File: src/hw/rtl/cfsg_pkg.sv
// Shared types and constants for the filled-circle span generator.
// Used by the channel interfaces and by the core; depends on nothing else.
package cfsg_pkg;

    localparam int MaxRadius = 31;

    localparam int CoordW    = 12;
    localparam int RadiusW   = 5;
    localparam int AlphaW    = 16;
    localparam int OffsetW   = 6;
    localparam int LengthW   = 6;
    localparam int AddrW     = 32;
    localparam int StrideW   = 17;
    localparam int DecisionW = 9;
    localparam int WalkW     = 6;
    localparam int RowW      = 14;
    localparam int ProductW  = RowW + StrideW;

    localparam int ApbAddrW  = 4;
    localparam int ApbDataW  = 32;

    localparam logic [1:0] RegBaseAddress = 2'd0;
    localparam logic [1:0] RegRowStride   = 2'd1;
    localparam logic [1:0] RegPixelFormat = 2'd2;

    localparam logic FmtRgba8  = 1'b0;
    localparam logic FmtRgba16 = 1'b1;

    localparam logic [AlphaW-1:0] OpaqueRgba8  = AlphaW'(255);
    localparam logic [AlphaW-1:0] OpaqueRgba16 = AlphaW'(65535);

    // Byte-per-pixel scaling as shift amounts: 4 and 8 bytes.
    localparam int Bpp4Shift = 2;
    localparam int Bpp8Shift = 3;

    typedef enum logic [1:0] {
        S_IDLE,
        S_MUL,
        S_ADD
    } t_state;

    typedef enum logic [2:0] {
        PH_CENTER,
        PH_XNEG,
        PH_XPOS,
        PH_YNEG,
        PH_YPOS
    } t_phase;

endpackage

File: src/hw/rtl/cfsg_req_if.sv
// Valid/ready channel that carries one circle request transaction.
// Depends on cfsg_pkg for the field widths.
interface cfsg_req_if;
    import cfsg_pkg::*;

    logic                valid;
    logic                ready;
    logic [CoordW-1:0]   center_x;
    logic [CoordW-1:0]   center_y;
    logic [RadiusW-1:0]  circle_radius;
    logic [AlphaW-1:0]   colour_alpha;

    modport source (
        output valid, center_x, center_y, circle_radius, colour_alpha,
        input  ready
    );

    modport sink (
        input  valid, center_x, center_y, circle_radius, colour_alpha,
        output ready
    );

endinterface

File: src/hw/rtl/cfsg_span_if.sv
// Valid/ready channel that carries one span transaction.
// Depends on cfsg_pkg for the field widths.
interface cfsg_span_if;
    import cfsg_pkg::*;

    logic                       valid;
    logic                       ready;
    logic signed [OffsetW-1:0]  offset_x;
    logic signed [OffsetW-1:0]  offset_y;
    logic [LengthW-1:0]         span_length;
    logic [AddrW-1:0]           span_address;
    logic                       blend_over;
    logic                       last_span;

    modport source (
        output valid, offset_x, offset_y, span_length, span_address, blend_over,
               last_span,
        input  ready
    );

    modport sink (
        input  valid, offset_x, offset_y, span_length, span_address, blend_over,
               last_span,
        output ready
    );

endinterface

File: src/hw/rtl/circle_fill_span_generator_core.sv
// Filled-circle span generator top level: APB register file, midpoint walk
// sequencer and the shared multiply/add address unit.
// Depends on cfsg_pkg, cfsg_req_if and cfsg_span_if.
//
// A request of radius r yields 2*r+1 span transactions, the center row first and
// the last one flagged. Each span passes through the single shared unit as a
// row times stride multiply in S_MUL and then an address add in S_ADD. The
// request channel is ready only while the sequencer is idle; the final span
// sits in the output register while the next request is already taken. The
// user must write the registers only while no request is in flight; the block
// itself does not enforce it.
module circle_fill_span_generator_core (
    input  logic                             i_clk,
    input  logic                             i_rst_n,
    cfsg_req_if.sink                         i_req,
    cfsg_span_if.source                      o_span,
    input  logic                             psel,
    input  logic                             penable,
    input  logic                             pwrite,
    input  logic [cfsg_pkg::ApbAddrW-1:0]    paddr,
    input  logic [cfsg_pkg::ApbDataW-1:0]    pwdata,
    output logic [cfsg_pkg::ApbDataW-1:0]    prdata,
    output logic                             pready
);
    import cfsg_pkg::*;

    logic [AddrW-1:0]            r_base_address;
    logic signed [StrideW-1:0]   r_row_stride;
    logic                        r_pixel_format;
    logic [1:0]                  w_reg_index;
    logic                        w_reg_write;

    t_state                      r_state, n_state;
    t_phase                      r_phase, n_phase;
    logic [WalkW-1:0]            r_x, n_x;
    logic [WalkW-1:0]            r_y, n_y;
    logic signed [DecisionW-1:0] r_f, n_f;
    logic [CoordW-1:0]           r_cx, n_cx;
    logic [CoordW-1:0]           r_cy, n_cy;
    logic                        r_bpp8, n_bpp8;
    logic                        r_blend, n_blend;

    logic signed [OffsetW-1:0]   r_ox, n_ox;
    logic signed [OffsetW-1:0]   r_oy, n_oy;
    logic [LengthW-1:0]          r_len, n_len;
    logic signed [RowW-1:0]      r_col, n_col;
    logic [AddrW-1:0]            r_prod, n_prod;

    logic                        r_out_valid, n_out_valid;
    logic signed [OffsetW-1:0]   r_out_ox, n_out_ox;
    logic signed [OffsetW-1:0]   r_out_oy, n_out_oy;
    logic [LengthW-1:0]          r_out_len, n_out_len;
    logic [AddrW-1:0]            r_out_addr, n_out_addr;
    logic                        r_out_blend, n_out_blend;
    logic                        r_out_last, n_out_last;

    logic [RadiusW-1:0]          w_rad;
    logic signed [RowW-1:0]      w_row;
    logic signed [ProductW-1:0]  w_product;
    logic signed [AddrW-1:0]     w_col_ext;
    logic [AddrW-1:0]            w_col_term;
    logic                        w_more;
    logic                        w_last;
    logic signed [DecisionW-1:0] w_x9;
    logic signed [DecisionW-1:0] w_y9;
    logic signed [DecisionW-1:0] w_f_inward;
    logic signed [DecisionW-1:0] w_f_keep;

    // Configuration port.
    assign pready      = 1'b1;
    assign w_reg_index = paddr[ApbAddrW-1:2];
    assign w_reg_write = psel && penable && pwrite;

    always_ff @(posedge i_clk) begin
        if (!i_rst_n) begin
            r_base_address <= '0;
            r_row_stride   <= '0;
            r_pixel_format <= FmtRgba8;
        end else if (w_reg_write) begin
            case (w_reg_index)
                RegBaseAddress: r_base_address <= pwdata[AddrW-1:0];
                RegRowStride:   r_row_stride   <= $signed(pwdata[StrideW-1:0]);
                RegPixelFormat: r_pixel_format <= pwdata[0];
                default:        ;
            endcase
        end
    end

    always_comb begin
        case (w_reg_index)
            RegBaseAddress: prdata = r_base_address;
            RegRowStride:   prdata = ApbDataW'(r_row_stride);
            RegPixelFormat: prdata = {{(ApbDataW-1){1'b0}}, r_pixel_format};
            default:        prdata = '0;
        endcase
    end

    // Shared datapath terms.
    assign w_rad      = (i_req.circle_radius > RadiusW'(MaxRadius)) ?
                        RadiusW'(MaxRadius) : i_req.circle_radius;
    assign w_product  = w_row * r_row_stride;
    assign w_col_ext  = AddrW'(r_col);
    assign w_col_term = r_bpp8 ? AddrW'(w_col_ext <<< Bpp8Shift)
                               : AddrW'(w_col_ext <<< Bpp4Shift);
    assign w_more     = r_x > r_y;
    assign w_last     = ((r_phase == PH_CENTER) || (r_phase == PH_YPOS)) && !w_more;
    assign w_x9       = $signed({{(DecisionW-WalkW){1'b0}}, r_x});
    assign w_y9       = $signed({{(DecisionW-WalkW){1'b0}}, r_y});
    assign w_f_keep   = r_f + ((w_y9 + DecisionW'(1)) <<< 1) + DecisionW'(1);
    assign w_f_inward = w_f_keep - ((w_x9 - DecisionW'(1)) <<< 1);

    always_comb begin
        n_state     = r_state;
        n_phase     = r_phase;
        n_x         = r_x;
        n_y         = r_y;
        n_f         = r_f;
        n_cx        = r_cx;
        n_cy        = r_cy;
        n_bpp8      = r_bpp8;
        n_blend     = r_blend;
        n_ox        = r_ox;
        n_oy        = r_oy;
        n_len       = r_len;
        n_col       = r_col;
        n_prod      = r_prod;
        n_out_valid = r_out_valid && !o_span.ready;
        n_out_ox    = r_out_ox;
        n_out_oy    = r_out_oy;
        n_out_len   = r_out_len;
        n_out_addr  = r_out_addr;
        n_out_blend = r_out_blend;
        n_out_last  = r_out_last;
        w_row       = $signed({{(RowW-CoordW){1'b0}}, r_cy});

        case (r_state)
            S_IDLE: begin
                if (i_req.valid) begin
                    n_cx    = i_req.center_x;
                    n_cy    = i_req.center_y;
                    n_x     = WalkW'(w_rad);
                    n_y     = '0;
                    n_f     = DecisionW'(1) - $signed({{(DecisionW-RadiusW){1'b0}}, w_rad});
                    n_phase = PH_CENTER;
                    if (r_pixel_format == FmtRgba16) begin
                        n_bpp8  = 1'b1;
                        n_blend = i_req.colour_alpha < OpaqueRgba16;
                    end else begin
                        n_bpp8  = 1'b0;
                        n_blend = i_req.colour_alpha < OpaqueRgba8;
                    end
                    n_state = S_MUL;
                end
            end
            S_MUL: begin
                case (r_phase)
                    PH_XNEG: begin
                        n_ox  = -$signed(r_y);
                        n_oy  = -$signed(r_x);
                        n_len = {r_y[WalkW-2:0], 1'b1};
                    end
                    PH_XPOS: begin
                        n_ox  = -$signed(r_y);
                        n_oy  = $signed(r_x);
                        n_len = {r_y[WalkW-2:0], 1'b1};
                    end
                    PH_YNEG: begin
                        n_ox  = -$signed(r_x);
                        n_oy  = -$signed(r_y);
                        n_len = {r_x[WalkW-2:0], 1'b1};
                    end
                    PH_YPOS: begin
                        n_ox  = -$signed(r_x);
                        n_oy  = $signed(r_y);
                        n_len = {r_x[WalkW-2:0], 1'b1};
                    end
                    default: begin
                        n_ox  = -$signed(r_x);
                        n_oy  = '0;
                        n_len = {r_x[WalkW-2:0], 1'b1};
                    end
                endcase
                w_row   = $signed({{(RowW-CoordW){1'b0}}, r_cy}) + RowW'(n_oy);
                n_col   = $signed({{(RowW-CoordW){1'b0}}, r_cx}) + RowW'(n_ox);
                n_prod  = AddrW'(w_product);
                n_state = S_ADD;
            end
            S_ADD: begin
                if (!r_out_valid || o_span.ready) begin
                    n_out_valid = 1'b1;
                    n_out_ox    = r_ox;
                    n_out_oy    = r_oy;
                    n_out_len   = r_len;
                    n_out_addr  = r_base_address + r_prod + w_col_term;
                    n_out_blend = r_blend;
                    n_out_last  = w_last;
                    n_state     = w_last ? S_IDLE : S_MUL;
                    case (r_phase)
                        PH_XNEG: n_phase = PH_XPOS;
                        PH_XPOS: begin
                            n_x     = r_x - WalkW'(1);
                            n_y     = r_y + WalkW'(1);
                            n_f     = w_f_inward;
                            n_phase = PH_YNEG;
                        end
                        PH_YNEG: n_phase = PH_YPOS;
                        default: begin
                            if (w_more) begin
                                if (!r_f[DecisionW-1]) begin
                                    if ((r_x - WalkW'(1)) != r_y) begin
                                        n_phase = PH_XNEG;
                                    end else begin
                                        n_x     = r_x - WalkW'(1);
                                        n_y     = r_y + WalkW'(1);
                                        n_f     = w_f_inward;
                                        n_phase = PH_YNEG;
                                    end
                                end else begin
                                    n_y     = r_y + WalkW'(1);
                                    n_f     = w_f_keep;
                                    n_phase = PH_YNEG;
                                end
                            end
                        end
                    endcase
                end
            end
            default: n_state = S_IDLE;
        endcase
    end

    always_ff @(posedge i_clk) begin
        if (!i_rst_n) begin
            r_state     <= S_IDLE;
            r_phase     <= PH_CENTER;
            r_x         <= '0;
            r_y         <= '0;
            r_f         <= '0;
            r_out_valid <= 1'b0;
        end else begin
            r_state     <= n_state;
            r_phase     <= n_phase;
            r_x         <= n_x;
            r_y         <= n_y;
            r_f         <= n_f;
            r_out_valid <= n_out_valid;
        end
    end

    always_ff @(posedge i_clk) begin
        r_cx        <= n_cx;
        r_cy        <= n_cy;
        r_bpp8      <= n_bpp8;
        r_blend     <= n_blend;
        r_ox        <= n_ox;
        r_oy        <= n_oy;
        r_len       <= n_len;
        r_col       <= n_col;
        r_prod      <= n_prod;
        r_out_ox    <= n_out_ox;
        r_out_oy    <= n_out_oy;
        r_out_len   <= n_out_len;
        r_out_addr  <= n_out_addr;
        r_out_blend <= n_out_blend;
        r_out_last  <= n_out_last;
    end

    assign i_req.ready         = (r_state == S_IDLE);
    assign o_span.valid        = r_out_valid;
    assign o_span.offset_x     = r_out_ox;
    assign o_span.offset_y     = r_out_oy;
    assign o_span.span_length  = r_out_len;
    assign o_span.span_address = r_out_addr;
    assign o_span.blend_over   = r_out_blend;
    assign o_span.last_span    = r_out_last;

    // Every span is centered on the circle's column axis.
    a_span_centered: assert property (@(posedge i_clk) disable iff (!i_rst_n)
        o_span.valid |-> o_span.span_length[0] &&
        ((o_span.offset_x + OffsetW'({1'b0, o_span.span_length[LengthW-1:1]})) == '0))
        else $error("span not symmetric about the center column");

    // The final span of a circle lies on or below the center row.
    a_last_below: assert property (@(posedge i_clk) disable iff (!i_rst_n)
        (o_span.valid && o_span.last_span) |-> !o_span.offset_y[OffsetW-1])
        else $error("last span lies above the center row");

    // A request transaction closes the request channel until its walk ends.
    a_busy_after_accept: assert property (@(posedge i_clk) disable iff (!i_rst_n)
        (i_req.valid && i_req.ready) |=> !i_req.ready)
        else $error("request channel open right after a request was taken");

    // The walk never runs past the diagonal while spans remain.
    a_walk_bounded: assert property (@(posedge i_clk) disable iff (!i_rst_n)
        (r_state == S_MUL) |-> (r_y <= r_x) || (r_phase == PH_YNEG) || (r_phase == PH_YPOS))
        else $error("midpoint walk crossed the diagonal");

endmodule

File: src/flat_wrapper.sv
// flat-port wrapper written by rule: the top's interface ports become plain ports
module circle_fill_span_generator_core_flat import cfsg_pkg::*;
  (i_clk, i_rst_n, psel, penable, pwrite, paddr, pwdata, prdata, pready, i_req_valid, i_req_center_x, i_req_center_y, i_req_circle_radius, i_req_colour_alpha, i_req_ready, o_span_valid, o_span_offset_x, o_span_offset_y, o_span_span_length, o_span_span_address, o_span_blend_over, o_span_last_span, o_span_ready);
  cfsg_req_if i_req_i ();
  cfsg_span_if o_span_i ();
  input  logic i_clk;
  input  logic i_rst_n;
  input  logic psel;
  input  logic penable;
  input  logic pwrite;
  input  logic [cfsg_pkg::ApbAddrW-1:0] paddr;
  input  logic [cfsg_pkg::ApbDataW-1:0] pwdata;
  output logic [cfsg_pkg::ApbDataW-1:0] prdata;
  output logic pready;
  input wire logic [$bits(i_req_i.valid)-1:0] i_req_valid;
  input wire logic [$bits(i_req_i.center_x)-1:0] i_req_center_x;
  input wire logic [$bits(i_req_i.center_y)-1:0] i_req_center_y;
  input wire logic [$bits(i_req_i.circle_radius)-1:0] i_req_circle_radius;
  input wire logic [$bits(i_req_i.colour_alpha)-1:0] i_req_colour_alpha;
  output wire logic [$bits(i_req_i.ready)-1:0] i_req_ready;
  output wire logic [$bits(o_span_i.valid)-1:0] o_span_valid;
  output wire logic [$bits(o_span_i.offset_x)-1:0] o_span_offset_x;
  output wire logic [$bits(o_span_i.offset_y)-1:0] o_span_offset_y;
  output wire logic [$bits(o_span_i.span_length)-1:0] o_span_span_length;
  output wire logic [$bits(o_span_i.span_address)-1:0] o_span_span_address;
  output wire logic [$bits(o_span_i.blend_over)-1:0] o_span_blend_over;
  output wire logic [$bits(o_span_i.last_span)-1:0] o_span_last_span;
  input wire logic [$bits(o_span_i.ready)-1:0] o_span_ready;
  assign i_req_i.valid = i_req_valid;
  assign i_req_i.center_x = i_req_center_x;
  assign i_req_i.center_y = i_req_center_y;
  assign i_req_i.circle_radius = i_req_circle_radius;
  assign i_req_i.colour_alpha = i_req_colour_alpha;
  assign i_req_ready = i_req_i.ready;
  assign o_span_valid = o_span_i.valid;
  assign o_span_offset_x = o_span_i.offset_x;
  assign o_span_offset_y = o_span_i.offset_y;
  assign o_span_span_length = o_span_i.span_length;
  assign o_span_span_address = o_span_i.span_address;
  assign o_span_blend_over = o_span_i.blend_over;
  assign o_span_last_span = o_span_i.last_span;
  assign o_span_i.ready = o_span_ready;
  circle_fill_span_generator_core u_core (.i_clk(i_clk), .i_rst_n(i_rst_n), .i_req(i_req_i), .o_span(o_span_i), .psel(psel), .penable(penable), .pwrite(pwrite), .paddr(paddr), .pwdata(pwdata), .prdata(prdata), .pready(pready));
endmodule
File: config.mk
export PLATFORM = sky130hd
export DESIGN_NAME = circle_fill_span_generator_core_flat
export DESIGN_NICKNAME = d
export VERILOG_FILES = /design/src/hw/rtl/cfsg_pkg.sv /design/src/hw/rtl/cfsg_req_if.sv /design/src/hw/rtl/cfsg_span_if.sv /design/src/hw/rtl/circle_fill_span_generator_core.sv /design/src/flat_wrapper.sv
export SDC_FILE = /design/constraint.sdc
export NUM_CORES = 1
export LEC_CHECK = 0
export ABC_CLOCK_PERIOD_IN_PS = 23200
export BUFFER_PORTS_ARGS = -buffer_cell sky130_fd_sc_hd__buf_4
export CAP_MARGIN = 20
export CORE_UTILIZATION = 49
export CTS_BUF_LIST = sky130_fd_sc_hd__clkbuf_2 sky130_fd_sc_hd__clkbuf_4 sky130_fd_sc_hd__clkbuf_8
export DETAILED_ROUTE_END_ITERATION = 10
export PLACE_DENSITY = 0.67
export SLEW_MARGIN = 20
export SYNTH_ARGS = -nofsm -noshare
export SYNTH_HDL_FRONTEND = slang
export SYNTH_SLANG_ARGS = --single-unit
File: constraint.sdc
create_clock -name i_clk -period 23.2 [get_ports i_clk]
set_input_delay 2.32 -clock i_clk [delete_from_list [all_inputs] [get_ports i_clk]]
set_output_delay 2.32 -clock i_clk [all_outputs]
set_load 0.1 [all_outputs]
-- Word-level counts from Yosys, hierarchy flattened
Index checks and enable logic that the tools add are counted.
- equality and inequality tests: 17
- multiplexer cells: 45
- order comparisons: 4
- add/sub/neg operators: 14
- $mul: 1
- reduce and logical (&&, ||, !) cells: 25
- operators with widths (kind ; count):
    $pmux 32 s3 ; 1
    $mux 6 ; 14
    $add 32x32->32 ; 2
    $pmux 6 s2 ; 4
    $mux 9 ; 5
    $pmux 9 s2 ; 2
    $mul 14x17->31 ; 1
    $add 13x6->14 ; 2
    $pmux 6 s4 ; 1
    $lt 16x16->1 const B ; 1
    $lt 16x8->1 const B ; 1
    $mux 16 ; 1
    $mux 14 ; 1
    $neg 6->6 ; 2
    $reduce_and 2->1 ; 6
    $add 9x2->9 const B ; 1
    $add 9x9->9 ; 1
    $mux 3 ; 3
    $pmux 3 s3 ; 1
    $sub 9x9->9 ; 1
    $mux 2 ; 4
    $add 6x1->7 const B ; 1
    $reduce_and 7->1 ; 1
    $sub 6x1->7 const B ; 1
    other kinds (31) ; 48
- register bits: 218

-- Longest topological paths before layout
- depth after elaboration: 10
- gate-level depth with buffers: 38
- mapped depth without buffers: 35

-- Worst setup path after synthesis
Ideal clock, no wire load.
- path type: register to register
- from: reg u_core.r_y[1]
- to: reg u_core.r_prod[25], data pin
- arrival: 8.875 ns
- stages on the path, launching flop included: 34
- period minus slack after synthesis: 9.132 ns
- data required time: 22.942 ns
- slack: 14.068 ns
- cells stage by stage: dfxtp_1 -> clkbuf_1 -> or3_1 -> nor3_1 -> xnor2_1 -> mux2i_1 -> o22a_1 -> inv_2 -> ha_1 -> o21a_1 -> o21ai_0 -> a211oi_1 -> nor3_1 -> nor2_1 -> xnor2_1 -> clkbuf_1 -> nand3_1 -> fa_1 -> fa_1 -> inv_1 -> fa_1 -> fa_1 -> fa_1 -> inv_1 -> fa_1 -> inv_1 -> ha_1 -> and3_1 -> a221o_1 -> a221o_1 -> a311o_1 -> a221o_1 -> a21oi_2 -> xnor2_1
- cells in the longest elaborated chain, start to end: 6
- RTL lines (what ; RTL line ; text):
    from (decl) ; circle_fill_span_generator_core.sv:36 ; logic [WalkW-1:0] r_y, n_y;
    from (signal assigned) ; circle_fill_span_generator_core.sv:244 ; r_y <= n_y;
    $neg 6->6 ; circle_fill_span_generator_core.sv:169 ; n_oy = -$signed(r_y);
    $pmux 6 s4 (*) ; circle_fill_span_generator_core.sv:156 ; case (r_phase)
    $mux 6 (*) ; circle_fill_span_generator_core.sv:136 ; case (r_state)
    $add 13x6->14 (*) ; circle_fill_span_generator_core.sv:183 ; w_row = $signed({{(RowW-CoordW){1'b0}}, r_cy}) + RowW'(n_oy);
    $mux 14 (*) ; circle_fill_span_generator_core.sv:136 ;
    $mul 14x17->31 (*) ; circle_fill_span_generator_core.sv:101 ; assign w_product = w_row * r_row_stride;
    net u_core.w_product[25] ; circle_fill_span_generator_core.sv:59 ; logic signed [ProductW-1:0] w_product;
    to (signal assigned) ; circle_fill_span_generator_core.sv:259 ; r_prod <= n_prod;
    to (decl) ; circle_fill_span_generator_core.sv:47 ; logic [AddrW-1:0] r_prod, n_prod;
Mark *: on every way through the listed nets, which the timed path passes. The rest lies on a longest branch. The select of a mux whose other input is x is not followed.
A chain may end at the register's enable or synchronous reset.

-- Worst setup path in the final report
- from: reg u_core.r_x[2]
- to: reg, netlist name u_core.r_prod[30]
- cells in the longest elaborated chain, start to end: 6
- RTL lines (what ; RTL line ; text):
    from (decl) ; circle_fill_span_generator_core.sv:35 ; logic [WalkW-1:0] r_x, n_x;
    from (signal assigned) ; circle_fill_span_generator_core.sv:243 ; r_x <= n_x;
    $neg 6->6 ; circle_fill_span_generator_core.sv:159 ; n_oy = -$signed(r_x);
    $pmux 6 s4 (*) ; circle_fill_span_generator_core.sv:156 ;
    $mux 6 (*) ; circle_fill_span_generator_core.sv:136 ;
    $add 13x6->14 (*) ; circle_fill_span_generator_core.sv:183 ;
    $mux 14 (*) ; circle_fill_span_generator_core.sv:136 ;
    $mul 14x17->31 (*) ; circle_fill_span_generator_core.sv:101 ;
    net u_core.w_product[30] ; circle_fill_span_generator_core.sv:59 ;
Marks and branches as above.

==> impl_metrics.yaml <==
floorplanning:
  die_w_um: 211
  start_util_pct: 49.7
  ioPinCount: 175
  die_y_um: 211
  num_rows: 76
  dieArea_um2: 44400
  core_area_um2: 43000
drt:
  drc: 0
  wl_um: 53700
  firstDrtPassIters: 5
  ant_nets: 0
  vias_per_cell: 5.48
  wl_per_cell_um: 18.3
  drtIter0Drc: 980
  vias: 16100
worst_setup_path:
  path_max_fanout: 17
  start_kind: "flop"
  critical_path_class: "reg -> reg"
  cpLargestDelayFamily: "adder cells"
  crit_start: "u_core.r_x[2]"
  reg2reg_depth: 32
  required_ps: 23520
  max_stage_delay_ps: 750
  critPathBufInv: 4
  crit_cells: 32
  crit_path_end_kind: "flop"
  cp_slowest_cell: "xnor2_2"
  cp_data_arrival_time_ps: 10850
  cp_common_cell: "fa_1"
  r2r-start: "u_core.r_x[2]"
worst_hold_path:
  holdPathStages: 0
  hold_path.class: "reg -> reg"
  worstHoldStart: "u_core.r_ox[0]"
timing:
  fin_tns_setup_ps: 0
  fmax_mhz: 94.9
  relSlewSlack_pct: 28.3
  tightest_slew_ps: 1080
  hold_viol_final: 0
  skew_ps: 30.7
  hold_ws_ps: 418
  period_needed_ps: 10540
  rsz0062_at_grt: "no"
  drv_slew: 0
  setup_viol: 0
  post-route-period-util_pct: 45.4
global_route:
  grt.overflow.total: 0
  grt_pass1_wl_um: 86500
  grt_use_total_pct: 24.9
  first_global_vias: 16800
  grt_max_degree: 87
  antenna_found_initial: 0
power_and_ir_drop:
  p_sw_share_pct: 35.7
  max-vdd-ir-drop_mv: 0.0330
  clock_power_share_pct: 30.3
  leakagePower_nw: 11.0
  combinationalPowerShare_pct: 33.8
  p_total_mw: 1.30
  p_seq_share_pct: 35.9
  power.internal_mw: 0.836
  power.density_nw_per_um2: 54.1
  switchingPower_mw: 0.465
finish:
  final_layout_size_suffix_gt1_share_pct: 12.9
  instances_no_fill: 2941
  design_area_um2: 24100
  antennaDiodeCount: 0
  fin_nets: 2833
  syn2layout_area_growth_pct: 12.8
yosys:
  yosysSeqAreaShare_pct: 26.5
  synth_enable_flop_cells: 137
  ys_seq_elements: 214
  syn_inst: 2172
  ys_types: 82
  async_reset_ff_share_pct: 0
  synth_area_um2: 21300
  synth.avg_cell_area_um2: 9.83
  netlist.area_leader.share_pct: 24.9
  ys_warn_count: 0
  synth_area_leader_cell: "fa_1"
  synthTopCellsByArea: "fa_1 25%, edfxtp_1 19%, ha_1 9.2%"
  ys.flop_type: "edfxtp_1"
placement:
  gp_congestion: 0.886
  place_inst: 2864
  io_buffers: 170
  placed_cell_area_um2: 23200
  dp.final_hpwl_um: 41200
clock_network:
  hold_buffers: 0
  insertion_delay_ps: 590
  cts_max_level: 2
  cts_buffer_depth: 3
  clkTransAtPathRegs_ps: 60
  cts-root-buf: "clkbuf_8"
  cts_resized: 0
  cts_setup_buffers: 0
  numCtsBuffers: 41
  cts_tree: "built"
  cts.sinks: 214
run:
  max_cap_violations: 0
run_status:
  status: "complete, no violations"
metal layers:
layer	global-route usage [%]	up-vias	share of wire, %
met4	7.12	0	2.2
li1	-	7524	-
met3	4.70	88	6.6
met2	41.1	487	47
met1	33.4	8007	44
met5	0	-	0
synthesized netlist by cell type (all sizes together), types with 6 or more instances:
master / n
nor3: 36
mux2: 20
o21ai: 71
nor2: 77
fa: 265
and3: 18
a21oi: 89
nor2b: 32
nand3: 28
inv: 290
o31ai: 8
a21boi: 54
dfxtp: 77
xor2: 32
a22oi: 7
nor4: 6
a211oi: 10
a21o: 47
nand4: 12
edfxtp: 137
o21a: 16
xnor2: 83
nand2b: 16
o21bai: 7
o22ai: 7
clkbuf: 70
ha: 157
nand2: 301
or3: 14
and4: 6
and2: 69
mux2i: 22
buf: 13
a31oi: 8
worst reg2reg max path, delay by kind of cell, from the launching register on:
family / cells / cell delay (ps)
AOI/OAI and AO/OA: 10 / 2880
and+or+nand+nor: 6 / 1440
muxes: 1 / 150
adders and majority gates: 8 / 3790
buffers and inverters: 4 / 440
DFF: 1 / 430
xor gates and xnor gates: 3 / 1160
per-stage QoR:
step / setup slack (ps) / util (%)
5_1_grt: 12010 / 56.0
3_3_place_gp: 12520 / 53.9
6_report: 12660 / 56.0
3_5_place_dp: 12710 / 54.0
4_1_cts: 12680 / 56.0
2_1_floorplan: 14070 / -
registers in the layout, indices dropped and copies added, names as in the netlist, 9 cells and up:
register	flops
u_core.r_base_address	32
u_core.r_cx	12
u_core.r_f	9
u_core.r_prod	31
u_core.r_cy	12
u_core.o_span.span_address	32
u_core.r_col	14
u_core.r_row_stride	17
power groups by stage:
stage	Clock, mW	Sequential (mW)	Combinational, mW
3_3_place_gp	0	0.476	0.421
2_1_floorplan	0	0.502	0.289
5_1_grt	0.421	0.470	0.483
4_1_cts	0.406	0.469	0.435
6_report	0.394	0.467	0.439
3_5_place_dp	0	0.476	0.432
layout make-up:
| type | instances | area (um^2) |
|---|---|---|
| repair buffers | 190 | 1430 |
| multi-input cells | 1586 | 14300 |
| flip-flops and latches | 214 | 5660 |
| well taps | 585 | 732 |
| inverters | 290 | 1090 |
| fillers | 3881 | 18900 |
| clock buffers | 58 | 717 |
| clock inverters | 18 | 143 |
cells by family (layout without fill, tap and decap cells):
| kind of cell | after synthesis | count (layout) | share of synthesized area (%) |
|---|---|---|---|
| other cells | 1 | 2 | 0.0176 |
| compound gates | 371 | 371 | 11.7 |
| xor+xnor | 118 | 118 | 5.07 |
| buf+inv | 373 | 556 | 6.64 |
| simple gates | 631 | 631 | 14.0 |
| fa+ha+maj | 422 | 422 | 34.1 |
| mux | 42 | 42 | 2.09 |
| flops | 214 | 214 | 26.5 |
worst paths after layout:
check                                                 end  slack [ps]
worst max-delay path                    u_core.r_prod[30]       12660
worst min-delay path            u_core.o_span.offset_x[0]         420
worst max register to register          u_core.r_prod[30]       12660
worst min register to register  u_core.o_span.offset_x[0]         420
layout by cell type, fill, tap and decap left out, types with 62 or more instances in the layout:
| master | netlist | final |
|---|---|---|
| a21oi_1 | 87 | 87 |
| and2_1 | 69 | 68 |
| buf_4 | 3 | 189 |
| dfxtp_1 | 77 | 77 |
| edfxtp_1 | 137 | 137 |
| fa_1 | 265 | 265 |
| ha_1 | 157 | 157 |
| inv_1 | 289 | 288 |
| nand2_1 | 301 | 301 |
| nor2_1 | 75 | 75 |
| o21ai_0 | 62 | 62 |
| xnor2_1 | 82 | 81 |
(Power assumes the default switching activity.)
